File: src/lqe_pkg.sv
// shared types and constants for the line to quad expander
// no dependencies
`default_nettype none
package lqe_pkg;
    localparam logic OP_LINE  = 1'b0;
    localparam logic OP_CLEAR = 1'b1;
    localparam logic KIND_VERT = 1'b0;
    localparam logic KIND_IDX  = 1'b1;
    localparam int   QDEPTH = 2;

    // command handed from front to back
    typedef struct packed {
        logic               clear;
        logic signed [31:0] sx, sy, sz, ex, ey, ez;
        logic [31:0]        w, rgba;
    } cmd_t;
endpackage
`default_nettype wire

File: src/lqe_front.sv
// front end: accepts command items and queues them
// depends on lqe_pkg
`default_nettype none
module lqe_front (
    input  wire               aclk,
    input  wire               aresetn,
    input  wire               in_valid,
    output logic              in_ready,
    input  lqe_pkg::cmd_t     in_cmd,
    output logic              q_valid,
    input  wire               q_pop,
    output lqe_pkg::cmd_t     q_cmd
);
    lqe_pkg::cmd_t mem_reg [lqe_pkg::QDEPTH];
    logic       wp_reg, rp_reg, wp_next, rp_next;
    logic [1:0] cnt_reg, cnt_next;
    logic       push;

    assign in_ready = (cnt_reg != 2'd2);
    assign push     = in_valid && in_ready;
    assign q_valid  = (cnt_reg != 2'd0);
    assign q_cmd    = mem_reg[rp_reg];

    // pointer update
    always_comb begin
        wp_next  = wp_reg + 1'b1;
        rp_next  = rp_reg + 1'b1;
        cnt_next = cnt_reg + {1'b0, push} - {1'b0, q_pop && q_valid};
    end

    always_ff @(posedge aclk) begin
        if (!aresetn) begin
            wp_reg  <= 1'b0;
            rp_reg  <= 1'b0;
            cnt_reg <= 2'd0;
        end else begin
            if (push) wp_reg <= wp_next;
            if (q_pop && q_valid) rp_reg <= rp_next;
            cnt_reg <= cnt_next;
        end
    end

    // queue storage
    always_ff @(posedge aclk) begin
        if (push) mem_reg[wp_reg] <= in_cmd;
    end
endmodule
`default_nettype wire

File: config.mk
export PLATFORM = sky130hd
export DESIGN_NAME = lqe_front
export DESIGN_NICKNAME = d
export VERILOG_FILES = /design/src/lqe_pkg.sv /design/src/lqe_front.sv
export SDC_FILE = /design/constraint.sdc
export NUM_CORES = 1
export LEC_CHECK = 0
export ABC_CLOCK_PERIOD_IN_PS = 14300
export BUFFER_PORTS_ARGS = -buffer_cell sky130_fd_sc_hd__buf_2
export CORE_AREA = 2 2 201 203
export DETAILED_ROUTE_END_ITERATION = 16
export DIE_AREA = 0 0 203 205
export MAX_ROUTING_LAYER = met4
export PLACE_DENSITY = 0.77
export SYNTH_ARGS = -nofsm -noshare
export SYNTH_HDL_FRONTEND = slang
export SYNTH_SLANG_ARGS = --single-unit
File: constraint.sdc
create_clock -name aclk -period 14.3 [get_ports aclk]
set_input_delay 2.145 -clock aclk [delete_from_list [all_inputs] [get_ports aclk]]
set_output_delay 2.145 -clock aclk [all_outputs]
set_load 0.005 [all_outputs]
==> impl_metrics.ini, run 1 <==
[sta]
fmax_mhz = 167
hold_viol_final = 0
post-route-period-util = 0.418
setup_viol = 0
setup_tns_ps = 0
fin_skew_ps = 10.0
worst_slew_pin_slew_ps = 1160
rsz0062_at_grt = no
timing.slew.headroom = 0.227
finalMaxSlewViolations = 0
fin_crit_ps = 5980
worst_slack_ps = 8320

[worst_setup_path]
critPathLaunchType = flop
cp.arrival_ps = 3830
critPathMaxFanout = 54
crit_path_end_kind = output port
reg2regPathDepth = 5
required_ps = 12150
setup.worst_path.class = flop to output port

[run]
drv_cap = 0

[synth]
synth_edf_count = 514
yosysMostFrequentCell = edfxtp_1
synth-simple-area-share = 0.00372
synthArstFlopShare = 0
yosysSeqAreaShare = 0.784
synth_area_um2 = 19800
synth-compound-area-share = 0.00271
avgSynthCellArea_um2 = 23.9
synth_seq_cells = 519
synth_commonest_cells = edfxtp_1 (514), mux2_4 (230), mux2_2 (27), buf_6 (15), buf_8 (11)
yosys.area.top_type = edfxtp_1
synth_mux_area_frac = 0.190
synthCells = 829
yosys_warnings = 0
synth_top_family_by_area = multiplexers
syn_nets = 1091
synth-xor-area-share = 0.000442
synth_flop_cell = edfxtp_1
synth-adder-area-share = 0.000631
yosysUniqueCellTypes = 26
synth_top_area_frac = 0.779
synth.area.top_cells = edfxtp_1 (78%), mux2_4 (17%), mux2_2 (1.5%)

[clock_tree]
cts_resized = 0
worstSkewPairLatency_ps = 570
clk_pin_slew_ps = 60
cts_hold_buf = 0
post_cts_buffers = 0
clock_sinks = 519
htreeDepth = 2
cts_tree = built
clockBufferDepth = 3
clock-root-buffer = clkbuf_16
numCtsBuffers = 50

[power]
ir_drop_uv = 138
p_leak_nw = 9.55
power_mw = 4.06
pwr_density_cell_nw_per_um2 = 166

[placement]
port_buffers = 519
hpwl_um = 29000
gp_congestion = 0.846
place_ws_ps = 8780

[worst_hold_path]
whs_path_depth = 2
hp-class = flop to flop

[routing]
wire_per_inst_um = 21.4
avgViaCountPerCell = 4.97
ant_nets = 0
via_count = 9746
drtPass1Iterations = 4
drcViolationCount = 0
drt-initial-drc-count = 499
wirelength_um = 41900

[global_route]
grt_pass1_wl_um = 58300
antenna_found_initial = 16
grt_max_degree = 110
grt_overflow = 0
grt_pass1_vias = 10130
gr-usage-all-layers = 0.196

[final_layout]
fin_nets = 1642
largest_register_ff_count = 514
final_core_util = 0.622
drive_gt1_frac = 0.609
area_delta_synth_final_pct = 23.6

[die]
dieWidth_um = 203
ioPinCount = 520
core-area_um2 = 39400
row_count = 73
die_area_um2 = 41600
start_util = 0.503
dieHeight_um = 205

[outcome]
outcome = completed
worst max-delay path, cell delays in order, from the launching register on:
cell and delay [ps]:
dfxtp_4 990, buf_4 770, buf_4 870, mux2_4 360, buf_2 130
report_power, final:
part	internal [mW]	total (mW)	switching [mW]
Clock	0.783	1.31	0.530
Combinational	0.461	0.827	0.367
Sequential	1.85	1.92	0.0657
layer usage:
layer,wire length (um),track usage
met5,0,-
met4,1350,0.0897
met2,21700,0.331
met1,14800,0.205
met3,4080,0.0738
final timing paths:
check / start / end / slack (ps)
max reg2reg: cnt_reg[0] / mem_reg[0][148] / 10550
min: rp_reg / flop / 590
min reg2reg: rp_reg / flop / 590
max: flop / q_cmd[211] / 8320
metrics by stage:
stage	area (um2)	hold WS [ps]	std cells
floorplan	19800	529	829
global placement	22800	564	1853
detailed placement	22800	569	1853
CTS	24400	590	1942
global route	24500	624	1958
finish	24500	585	1960
cells by family after synthesis:
logic type                 Yosys count
adders and majority gates            1
AOI/OAI and AO/OA                    7
DFF                                519
buffers and inverters               30
xor gates and xnor gates             1
and+or+nand+nor                     13
muxes                              258
area by class of cell:
| type | instances | area [um2] |
|---|---|---|
| Tap cell | 525 | 657 |
| Multi-Input combinational cell | 280 | 3920 |
| Clock buffer | 64 | 1370 |
| Inverter | 1 | 11.3 |
| Antenna cell | 18 | 45.0 |
| Clock inverter | 25 | 284 |
| Sequential cell | 519 | 15500 |
| Fill cell | 2802 | 14900 |
| Timing Repair Buffer | 528 | 2670 |
placed cells by master (no fill, tap or decap):
master,netlist,final
dfxtp_1,5,4
mux2_2,27,27
and3_4,0,1
inv_6,0,1
nand3_1,1,1
a32oi_1,1,1
o21ai_0,2,2
ha_1,1,1
clkinv_4,0,2
nor2b_1,1,1
clkinv_2,0,8
nor2_1,2,2
xnor2_1,1,1
or2_2,1,1
buf_4,0,9
dfxtp_4,0,1
buf_2,2,519
nand3b_1,1,1
clkinvlp_4,0,2
clkbuf_1,0,11
a21boi_0,1,1
nand2b_1,2,2
and2_1,3,3
clkbuf_16,0,53
mux2i_1,1,1
diode_2,0,18
clkinv_1,0,6
nand2_1,1,1
inv_8,0,1
mux2_4,230,230
edfxtp_1,514,514
a211oi_1,1,1
a21bo_2,2,2
bufinv_16,0,6
Power figures use the tool's default switching activity.
==> inputs of run 2 (changes only) <==
--- a/config.mk
+++ b/config.mk
@@ -5,11 +5,12 @@
 export SDC_FILE = /design/constraint.sdc
 export NUM_CORES = 1
 export LEC_CHECK = 0
-export ABC_CLOCK_PERIOD_IN_PS = 14300
+export ABC_CLOCK_PERIOD_IN_PS = 5200
 export BUFFER_PORTS_ARGS = -buffer_cell sky130_fd_sc_hd__buf_2
-export CORE_AREA = 2 2 201 203
+export CORE_ASPECT_RATIO = 0.9
+export CORE_MARGIN = 1
+export CORE_UTILIZATION = 48
 export DETAILED_ROUTE_END_ITERATION = 16
-export DIE_AREA = 0 0 203 205
 export MAX_ROUTING_LAYER = met4
 export PLACE_DENSITY = 0.77
 export SYNTH_ARGS = -nofsm -noshare
==> constraint.sdc (replaced) <==
create_clock -name aclk -period 5.2 [get_ports aclk]
set_input_delay 0.78 -clock aclk [delete_from_list [all_inputs] [get_ports aclk]]
set_output_delay 0.78 -clock aclk [all_outputs]
set_load 0.005 [all_outputs]
==> run 2 against run 1 <==
  * Clock power rose to 2.7 times the previous value
  * Flip-flop and latch count unchanged
  * Design area increased by 0.20%
  * Largest power group unchanged
  * Combinational power grew to 2.8 times the previous value
  * Die area grew 1.2%
  * Critical path type unchanged
  * Clock skew shrank 2.0 ps
  * Non-clock buffer count grew 1
  * Highest routed layer unchanged
  * Register-to-register slack worse by 7700 ps
  * Global-route usage decreased by 0.16 points
  * Largest cell class unchanged
==> impl_metrics.ini, run 2 (synthesis gave the netlist of run 1 again) <==
[outcome]
outcome = completed

[routing]
via_count = 9808
drcViolationCount = 0
ant_nets = 0
drtPass1Iterations = 5
wire_per_inst_um = 20.7
avgViaCountPerCell = 4.96
drt-initial-drc-count = 575
wirelength_um = 40900

[placement]
hpwl_um = 28000
place_inst = 1869
gp_congestion = 0.786
port_buffers = 519

[sta]
rsz0062_at_grt = no
setup_tns_ps = 0
fmax_mhz = 295
timing.slew.headroom = 0.329
fin_crit_ps = 3390
hold_viol_final = 0
post-route-period-util = 0.651
finalMaxSlewViolations = 0
setup_viol = 0
fin_hold_ws_ps = 395
fin_skew_ps = 8.08
worst_slew_pin_slew_ps = 1010

[final_layout]
fin_nets = 1644
largest_register_ff_count = 514
final-seq-area_um2 = 15500
fillers = 2959
most-common-layout-cells = buf_2 (519), edfxtp_1 (514), mux2_4 (230)
multiInputGateArea_um2 = 3920
drive_gt1_frac = 0.607
final_common_cell = buf_2
area_delta_synth_final_pct = 23.8
instances_no_fill = 1976

[global_route]
antenna_found_initial = 16
grt_pass1_vias = 10156
grt_pass1_wl_um = 58900
grt_max_degree = 146
gr-usage-all-layers = 0.195
grt_overflow = 0

[worst_setup_path]
required_ps = 4420
setup.worst_path.class = flop to output port
crit_path_end_kind = output port
critPathLaunchType = flop
critPathMaxFanout = 59
cp.arrival_ps = 2610

[clock_tree]
cts_hold_buf = 0
cts_tree = built
numCtsBuffers = 51
htreeDepth = 2
post_cts_buffers = 0
clock-root-buffer = clkbuf_16
worstSkewPairLatency_ps = 570
clock_sinks = 519
cts_resized = 0
clk_pin_slew_ps = 60
clockBufferDepth = 3

[run]
drv_cap = 0

[die]
start_util = 0.488
row_count = 70
dieHeight_um = 195
die_area_um2 = 42100
core-area_um2 = 40600
dieWidth_um = 216
ioPinCount = 520

[power]
pwr_density_cell_nw_per_um2 = 451
p_leak_nw = 9.54
ir_drop_uv = 327
power_mw = 11.1

[worst_hold_path]
hp-class = primary input to flop
## run 2: cell count changes in the layout (fill, tap and decap cells not counted)
| cell | delta |
|---|---|
| buf_12 | +8 |
| buf_4 | -7 |
| bufinv_16 | -3 |
| clkinv_1 | +4 |
| clkinv_2 | +1 |
| clkinv_4 | -1 |
| clkinvlp_4 | +1 |
| diode_2 | -2 |
## run 2: layout make-up
cell class | count | share of cell area
Clock buffer | 64 | 0.0557
Multi-Input combinational cell | 280 | 0.160
Sequential cell | 519 | 0.633
Clock inverter | 27 | 0.00882
Timing Repair Buffer | 529 | 0.113
Tap cell | 540 | 0.0275
Inverter | 1 | 0.000306
Antenna cell | 16 | 0.00163
## run 2: worst paths after layout
kind / from / to / slack (ps) / depth (start not counted)
worst max-delay path: flop / q_cmd[248] / 1810 / 3
worst min-delay path: in_cmd[109] / mem_reg[0][109] / 390 / 1
worst max register to register: cnt_reg[0] / mem_reg[1][115] / 2820 / 3
worst min register to register: rp_reg / flop / 580 / 2
## run 2: critical path: stages, from the launching register on
cell	delay [ps]
dfxtp_4	990
buf_12	460
mux2_2	390
buf_2	120
## run 2: metrics by stage
step	area (um2)	setup WS, ps	util
after floorplan	19800	58.8	-
after global placement	22900	2350	0.564
after detailed placement	22900	2340	0.564
after CTS	24500	1720	0.603
after global routing	24500	1660	0.604
final	24500	1810	0.604
## run 2: power breakdown
part,internal [mW],total (mW),switching [mW]
combinational,1.28,2.32,1.04
sequential,5.09,5.26,0.168
clock,2.01,3.48,1.47
total,8.39,11.1,2.67
## run 2: per-layer routing
layer | track usage | vias up | part of all wire
met5 | - | - | 0
met4 | 0.0715 | 0 | 0.025
met3 | 0.0720 | 70 | 0.096
met2 | 0.328 | 414 | 0.51
met1 | 0.210 | 4875 | 0.37
li1 | - | 4449 | -
